File: src/rtl/spts_pkg.sv
// Types, sizes and codes of the slotted page tuple store.
`timescale 1ns / 1ps

package spts_pkg;

    localparam int PAGE_BYTES   = 4096;
    localparam int HEADER_BYTES = 32;
    localparam int MAX_SLOTS    = 1024;
    localparam int SLOT_COST    = 4;

    localparam int ADDR_W   = $clog2(PAGE_BYTES);
    localparam int SPACE_W  = $clog2(PAGE_BYTES + 1);
    localparam int SLOT_W   = $clog2(MAX_SLOTS);
    localparam int COUNT_W  = $clog2(MAX_SLOTS + 1);
    localparam int LEN_W    = 13;
    localparam int AREA_W   = $clog2(HEADER_BYTES + SLOT_COST * MAX_SLOTS + 1);
    localparam int CALC_W   = ((AREA_W > LEN_W) ? AREA_W : LEN_W) + 1;
    localparam int RECV_MAX = (1 << LEN_W) - 1;

    localparam logic [2:0] OP_CLEAR  = 3'd0;
    localparam logic [2:0] OP_ADD    = 3'd1;
    localparam logic [2:0] OP_READ   = 3'd2;
    localparam logic [2:0] OP_DELETE = 3'd3;
    localparam logic [2:0] OP_QUERY  = 3'd4;

    localparam logic [2:0] ST_OK       = 3'd0;
    localparam logic [2:0] ST_TAKEN    = 3'd1;
    localparam logic [2:0] ST_REJECT   = 3'd2;
    localparam logic [2:0] ST_NO_SLOT  = 3'd3;
    localparam logic [2:0] ST_DELETED  = 3'd4;
    localparam logic [2:0] ST_MISMATCH = 3'd5;
    localparam logic [2:0] ST_BEYOND   = 3'd6;

    typedef struct packed {
        logic [2:0]  opcode;
        logic [9:0]  slot_index;
        logic [12:0] tuple_length;
        logic [11:0] byte_index;
        logic [7:0]  data_byte;
        logic        last;
    } item_t;

    typedef struct packed {
        logic [2:0]  status;
        logic [9:0]  slot_id;
        logic [7:0]  read_byte;
        logic [12:0] stored_length;
        logic [12:0] free_space;
        logic [9:0]  slot_count;
        logic        deleted;
    } result_t;

    typedef struct packed {
        logic accept;
        logic byte_rd;
        logic finish;
    } ctrl_cmd_t;

    typedef struct packed {
        logic need_byte;
    } dp_status_t;

endpackage

File: src/rtl/spts_ctrl.sv
// Controller: sequences slot lookup, tuple byte fetch and result hand-off.
`timescale 1ns / 1ps

module spts_ctrl (
    input  logic                 clk,
    input  logic                 rst_n,
    input  logic                 item_valid,
    input  logic                 result_stall,
    input  spts_pkg::dp_status_t stat,
    output spts_pkg::ctrl_cmd_t  cmd,
    output logic                 item_stall,
    output logic                 result_valid
);

    localparam logic [1:0] S_IDLE = 2'd0;
    localparam logic [1:0] S_SLOT = 2'd1;
    localparam logic [1:0] S_BYTE = 2'd2;

    logic [1:0] state_reg, state_next;
    logic       out_valid_reg, out_valid_next;
    logic       out_free;

    assign out_free = !out_valid_reg || !result_stall;

    always_comb
    begin
        cmd        = '0;
        state_next = state_reg;
        unique case (state_reg)
            S_IDLE:
            begin
                if (item_valid)
                begin
                    cmd.accept = 1'b1;
                    state_next = S_SLOT;
                end
            end
            S_SLOT:
            begin
                // Slot data is ready; fetch the tuple byte or finish
                if (stat.need_byte)
                begin
                    cmd.byte_rd = 1'b1;
                    state_next  = S_BYTE;
                end
                else if (out_free)
                begin
                    cmd.finish = 1'b1;
                    state_next = S_IDLE;
                end
            end
            S_BYTE:
            begin
                if (out_free)
                begin
                    cmd.finish = 1'b1;
                    state_next = S_IDLE;
                end
            end
            default:
            begin
                state_next = S_IDLE;
            end
        endcase
    end

    // Hold the result beat until the receiver takes it
    assign out_valid_next = cmd.finish || (out_valid_reg && result_stall);

    always_ff @(posedge clk or negedge rst_n)
    begin
        if (!rst_n)
        begin
            state_reg     <= S_IDLE;
            out_valid_reg <= 1'b0;
        end
        else
        begin
            state_reg     <= state_next;
            out_valid_reg <= out_valid_next;
        end
    end

    assign item_stall   = (state_reg != S_IDLE);
    assign result_valid = out_valid_reg;

endmodule

File: config.mk
export PLATFORM = sky130hd
export DESIGN_NAME = spts_ctrl
export DESIGN_NICKNAME = d
export VERILOG_FILES = /design/src/rtl/spts_pkg.sv /design/src/rtl/spts_ctrl.sv
export SDC_FILE = /design/constraint.sdc
export NUM_CORES = 1
export LEC_CHECK = 0
export BUFFER_PORTS_ARGS = -buffer_cell sky130_fd_sc_hd__buf_2
export CORE_AREA = 5 5 42 44
export CTS_BUF_LIST = sky130_fd_sc_hd__clkbuf_8
export DETAILED_ROUTE_END_ITERATION = 8
export DIE_AREA = 0 0 47 49
export PLACE_DENSITY = 0.37
export REMOVE_ABC_BUFFERS = 1
export SKIP_CTS_REPAIR_TIMING = 1
export SLEW_MARGIN = 20
export SYNTH_ARGS = -nofsm -noshare
export SYNTH_HDL_FRONTEND = slang
export SYNTH_SLANG_ARGS = --single-unit
export TNS_END_PERCENT = 1
File: constraint.sdc
create_clock -name clk -period 1.5 [get_ports clk]
set_input_delay 0.15 -clock clk [delete_from_list [all_inputs] [get_ports clk]]
set_output_delay 0.15 -clock clk [all_outputs]
set_load 0.005 [all_outputs]
==> results of run 1 <==
-- area by class of cell --
type                    instances  area, um^2  share of cell area (%)
clock inverters                 1        3.75                   0.926
flip-flops and latches          3        76.3                    18.8
well taps                      16        20.0                    4.94
multi-input cells              19         164                    40.4
clock buffers                   3        41.3                    10.2
repair buffers                 14        85.1                    21.0
inverters                       4        15.0                    3.70
-- critical path, stage by stage (launching register included) --
cell     delay (ps)
dfrtp_1         390
inv_2           100
ha_4            140
and2b_1         150
o21ai_2          60
a21oi_1         110
buf_2           130
-- kinds of logic after synthesis --
group,Yosys count
AND/OR/NAND/NOR,9
AO/OA/AOI/OAI,6
adder cells (fa/ha/maj),4
buffers and inverters,4
flip-flops,3
-- metrics by stage --
step | setup WS [ps] | TNS, ps | utilization, % | instances
after floorplan | 321 | 0 | - | 26
after global placement | 161 | 0 | 21.4 | 51
after detailed placement | 160 | 0 | 21.4 | 51
after CTS | -74.2 | -74.2 | 24.6 | 55
after global routing | -22.9 | -22.9 | 28.9 | 60
final | 48.8 | 0 | 28.9 | 60
-- worst paths after layout --
path | end | slack, ps | cells after the start | startpoint
worst max-delay path | cmd[0] | 50 | 6 | state_reg[1]$_DFFE_PN0P_
worst min-delay path | result_valid$_DFF_PN0_ | 220 | 3 | result_stall
worst max register to register | state_reg[1]$_DFFE_PN0P_ | 190 | 5 | state_reg[0]$_DFFE_PN0P_
worst min register to register | result_valid$_DFF_PN0_ | 560 | 2 | result_valid$_DFF_PN0_
max in group asynchronous | state_reg[0]$_DFFE_PN0P_ | 1130 | 2 | rst_n
min in group asynchronous | result_valid$_DFF_PN0_ | 260 | 2 | rst_n
-- cells in the final DEF, fill, tap and decap left out, types with 2 or more instances in the layout --
cell type  n
dfrtp_1    2
clkbuf_8   3
inv_1      4
buf_2      9
nor2_1     2
o21ai_2    2
and2_1     2
ha_1       2
buf_4      4
nand2_1    2
-- power groups by stage --
stage | registers (mW) | clock network, mW | logic (mW)
final | 0.152 | 0.224 | 0.428
after global routing | 0.156 | 0.241 | 0.474
after CTS | 0.142 | 0.233 | 0.317
after detailed placement | 0.143 | 0 | 0.316
after global placement | 0.143 | 0 | 0.318
after floorplan | 0.139 | 0 | 0.212
-- layer usage --
layer	wire, um	GRT usage [%]	up-vias
li1	-	-	123
met5	0	0	-
met1	251	5.97	105
met4	0	5.53	0
met3	55	1.11	0
met2	303	7.69	7
==> results.json, run 1 <==
{
  "fmax_ghz": 0.689,
  "relSlewSlack_pct": 78.1,
  "arrival_ps": 1300,
  "grt_max_degree": 5,
  "drtAntennaViolNets": 0,
  "netlist.area_leader.share_pct": 31.9,
  "coreArea_um2": 1400,
  "p_clk_share_pct": 27.8,
  "fp.dieW_um": 47,
  "tightestPinTransition_ps": 325,
  "antenna_cells": 0,
  "cellPowerDensity_nw_per_um2": 1980,
  "crit_required_ps": 1350,
  "avgSynthCellArea_um2": 9.05,
  "syn_inst": 26,
  "cts_buffer_depth": 2,
  "clkLatencyLatePin_ps": 210,
  "worstSetupPathType": "reg2out",
  "ys_seq_area_share_pct": 31.9,
  "io_pins": 10,
  "start_util_pct": 16.8,
  "syn2layout_area_growth_pct": 72.3,
  "run_status": "completed",
  "total_power_mw": 0.804,
  "synth_edf_count": 0,
  "path_max_fanout": 3,
  "muxShareOfSynthArea_pct": 0,
  "start_kind": "register",
  "synth_cell_types": 15,
  "vdd_drop_max_mv": 0.780,
  "fin_crit_sh_pct": 96.7,
  "rsz0062_at_grt": "yes",
  "grtUsageTotal_pct": 5.36,
  "synth_ff_type": "dfrtp_1",
  "dp_hpwl_um": 442,
  "wirelength_um": 610,
  "synth_top_family_by_area": "simple AND/OR/NAND/NOR gates",
  "nFillCells": 163,
  "grt_pass1_vias": 250,
  "die_height_um": 49,
  "largest_reg_flops": 2,
  "grt_pass1_wl_um": 876,
  "rows": 14,
  "combinationalPowerShare_pct": 53.2,
  "cap_violations": 0,
  "cts_tree": "yes",
  "final_max_slew_viol_count": 0,
  "power.switching_mw": 0.285,
  "whs_ps": 217,
  "fp.dieArea_um2": 2300,
  "antenna_found_initial": 0,
  "post_synth_xor_area_fraction_pct": 0,
  "drive_gt1_share_pct": 50.0,
  "hold_violations": 0,
  "numCtsBuffers": 3,
  "initialDrtViolationCount": 2,
  "ys_warn_count": 0,
  "design_area_um2": 405,
  "path_clk_slew_ps": 30,
  "synth_top_cell_by_area": "dfrtp_1",
  "clock_skew_ps": 0.579,
  "viasPerCell": 3.92,
  "syn_area_um2": 235,
  "placement.cell_area_um2": 300,
  "wire_per_inst_um": 10.2,
  "vias": 235,
  "clock_tree.root_cell": "clkbuf_8",
  "end_kind": "output pin",
  "synth.area.top_cells": "dfrtp_1 32%, ha_1 21%, inv_1 6.4%",
  "ys_ff_latch": 3,
  "final_nets": 54,
  "place.gp.congestion": 0.722,
  "sw_frac_of_total_pct": 35.5,
  "async_reset_ff_share_pct": 100,
  "min_path_type": "in2reg",
  "drc": 0,
  "synthAdderAreaFrac_pct": 21.3,
  "synth_common_cells": "4 x ha_1, 4 x inv_1, 3 x dfrtp_1",
  "fin_crit_ps": 1450,
  "numPortBuffers": 9,
  "synth_compound_area_share_pct": 19.1,
  "p_int_mw": 0.519,
  "htree_levels": 1,
  "cts_sinks": 3,
  "pwr-share-seq_pct": 18.9,
  "first_pass_iters": 2,
  "leakagePower_nw": 0.208,
  "yosys.area_share.simple_pct": 21.3,
  "finalSetupViolCount": 0,
  "grt.overflow.total": 0
}
No activity file was read; power rests on OpenSTA's default activity.
==> run 2, diff against run 1 <==
ABC_AREA = 1   (was unset)
PLACE_DENSITY = 0.38   (was 0.37)
==> run 2 against run 1 <==
Wire length shrank 14%; highest routed layer unchanged; largest power group unchanged; critical endpoint unchanged; critical path type unchanged; design area is 0.93% lower; clock-buffer cell count is the same; register-to-register slack better by 100 ps.
==> results.json, run 2 <==
{
  "run_status": "completed",
  "numPortBuffers": 9,
  "ys_seq_area_share_pct": 29.4,
  "fp.dieArea_um2": 2300,
  "vdd_drop_max_mv": 0.671,
  "placement.cell_area_um2": 320,
  "place.gp.congestion": 0.641,
  "grtUsageTotal_pct": 4.80,
  "syn_inst": 33,
  "grt_pass1_wl_um": 759,
  "end_kind": "output pin",
  "drtAntennaViolNets": 0,
  "vias": 229,
  "synth_top_cell_by_area": "dfrtp_1",
  "path_clk_slew_ps": 30,
  "cts_buffer_depth": 2,
  "synth_common_cells": "11 x nand2_1, 5 x inv_1, 4 x ha_1, 3 x dfrtp_1, 2 x nor2_2",
  "grt_pass1_vias": 204,
  "start_util_pct": 18.2,
  "layout_common_cells": "10 x nand2_1, 9 x buf_2, 4 x inv_1",
  "wirelength_um": 523,
  "final_max_slew_viol_count": 0,
  "numCtsBuffers": 3,
  "coreArea_um2": 1400,
  "largest_reg_flops": 2,
  "rsz0062_at_grt": "yes",
  "rows": 14,
  "finalSetupViolCount": 0,
  "syn2layout_area_growth_pct": 57.4,
  "hold_violations": 0,
  "start_kind": "register",
  "multi_input_area_um2": 175,
  "fmax_ghz": 0.683,
  "min_path_type": "in2reg",
  "synth.area.top_cells": "dfrtp_1 29%, ha_1 20%, nand2_1 16%",
  "max_stage_delay_ps": 430,
  "tightestPinTransition_ps": 128,
  "synth_cell_types": 13,
  "ys_warn_count": 0,
  "netlist.area_leader.share_pct": 29.4,
  "relSlewSlack_pct": 91.4,
  "cp_slowest_cell": "dfrtp_2",
  "antenna_found_initial": 0,
  "htree_levels": 1,
  "clock_tree.root_cell": "clkbuf_8",
  "fp.dieW_um": 47,
  "clock_skew_ps": 0.971,
  "io_pins": 10,
  "antenna_cells": 0,
  "synth.most_common_cell": "nand2_1",
  "wire_per_inst_um": 8.17,
  "fin_ws_ps": 35.5,
  "dp_hpwl_um": 436,
  "drc": 0,
  "crit_chain": "inv_2 -> ha_2 -> o21bai_4 -> nand2_2 -> a21oi_2 -> buf_2",
  "cts_sinks": 3,
  "cap_violations": 0,
  "cellPowerDensity_nw_per_um2": 1980,
  "crit_required_ps": 1350,
  "arrival_ps": 1310,
  "synth_ff_type": "dfrtp_1",
  "layout_commonest_cell": "nand2_1",
  "clkLatencyLatePin_ps": 210,
  "async_reset_ff_share_pct": 100,
  "leakagePower_nw": 0.227,
  "cts_tree": "yes",
  "fin_crit_ps": 1460,
  "viasPerCell": 3.58,
  "fin_crit_sh_pct": 97.6,
  "first_pass_iters": 1,
  "worstSetupPathType": "reg2out",
  "path_max_fanout": 4,
  "syn_area_um2": 255,
  "grt.overflow.total": 0,
  "die_height_um": 49,
  "drive_gt1_share_pct": 54.2,
  "avgSynthCellArea_um2": 7.73,
  "grt_max_degree": 5,
  "design_area_um2": 402,
  "final_nets": 58,
  "preCtsSetupSlack_ps": 172,
  "ys_ff_latch": 3,
  "nFillCells": 167,
  "initialDrtViolationCount": 0,
  "ff_latch_area_um2": 76.3,
  "synth_edf_count": 0
}
[run 2: area by class of cell]
class / instances / area share, %
Timing Repair Buffer: 11 / 15.6
Tap cell: 16 / 4.98
Multi-Input combinational cell: 24 / 43.6
Inverter: 6 / 5.61
Clock inverter: 1 / 0.935
Clock buffer: 3 / 10.3
Sequential cell: 3 / 19.0
[run 2: routing by layer]
metal / vias to the layer above / routed length, um / track usage, %
met4: 0 / 0 / 5.53
met5: - / 0 / 0
met3: 0 / 25 / 1.11
met2: 4 / 278 / 6.79
met1: 96 / 219 / 5.08
li1: 129 / - / -
[run 2: through the flow]
step / total power, mW / hold WS (ps) / utilization [%] / setup TNS [ps] / cells
floorplan: 0.402 / -146 / - / 0 / 33
global placement: 0.522 / -52.0 / 22.9 / 0 / 58
detailed placement: 0.519 / -52.0 / 22.9 / 0 / 58
CTS: 0.751 / -280 / 26.1 / -58.1 / 62
global route: 0.881 / 212 / 28.7 / -38.0 / 64
finish: 0.794 / 212 / 28.7 / 0 / 64
[run 2: path summary, 6_finish.rpt]
check,endpoint,slack [ps],startpoint,depth (start not counted)
min in group asynchronous,result_valid$_DFF_PN0_,260,rst_n,2
worst max register to register,state_reg[1]$_DFFE_PN0P_,290,state_reg[0]$_DFFE_PN0P_,7
worst min register to register,result_valid$_DFF_PN0_,570,result_valid$_DFF_PN0_,2
max in group asynchronous,state_reg[0]$_DFFE_PN0P_,1120,rst_n,2
worst min-delay path,result_valid$_DFF_PN0_,210,result_stall,3
worst max-delay path,cmd[0],40,state_reg[0]$_DFFE_PN0P_,6
[run 2: critical path, delay by kind of cell, from the launching register on]
family / cells / cell delay [ps]
buf+inv: 2 / 200
compound gates: 2 / 210
fa+ha+maj: 1 / 180
simple gates: 1 / 70
flops: 1 / 430
[run 2: where the power goes]
part           leakage, nW  switching [mW]  internal, mW  total [mW]
Combinational        0.163           0.217         0.191       0.408
Clock               0.0269          0.0492         0.174       0.223
Sequential          0.0376          0.0439         0.119       0.163
[run 2: cells by family after synthesis]
kind of cell | Yosys count | synth area share (%)
compound gates | 3 | 12.7
flops | 3 | 29.4
fa+ha+maj | 4 | 19.6
buf+inv | 6 | 8.82
simple gates | 17 | 29.4
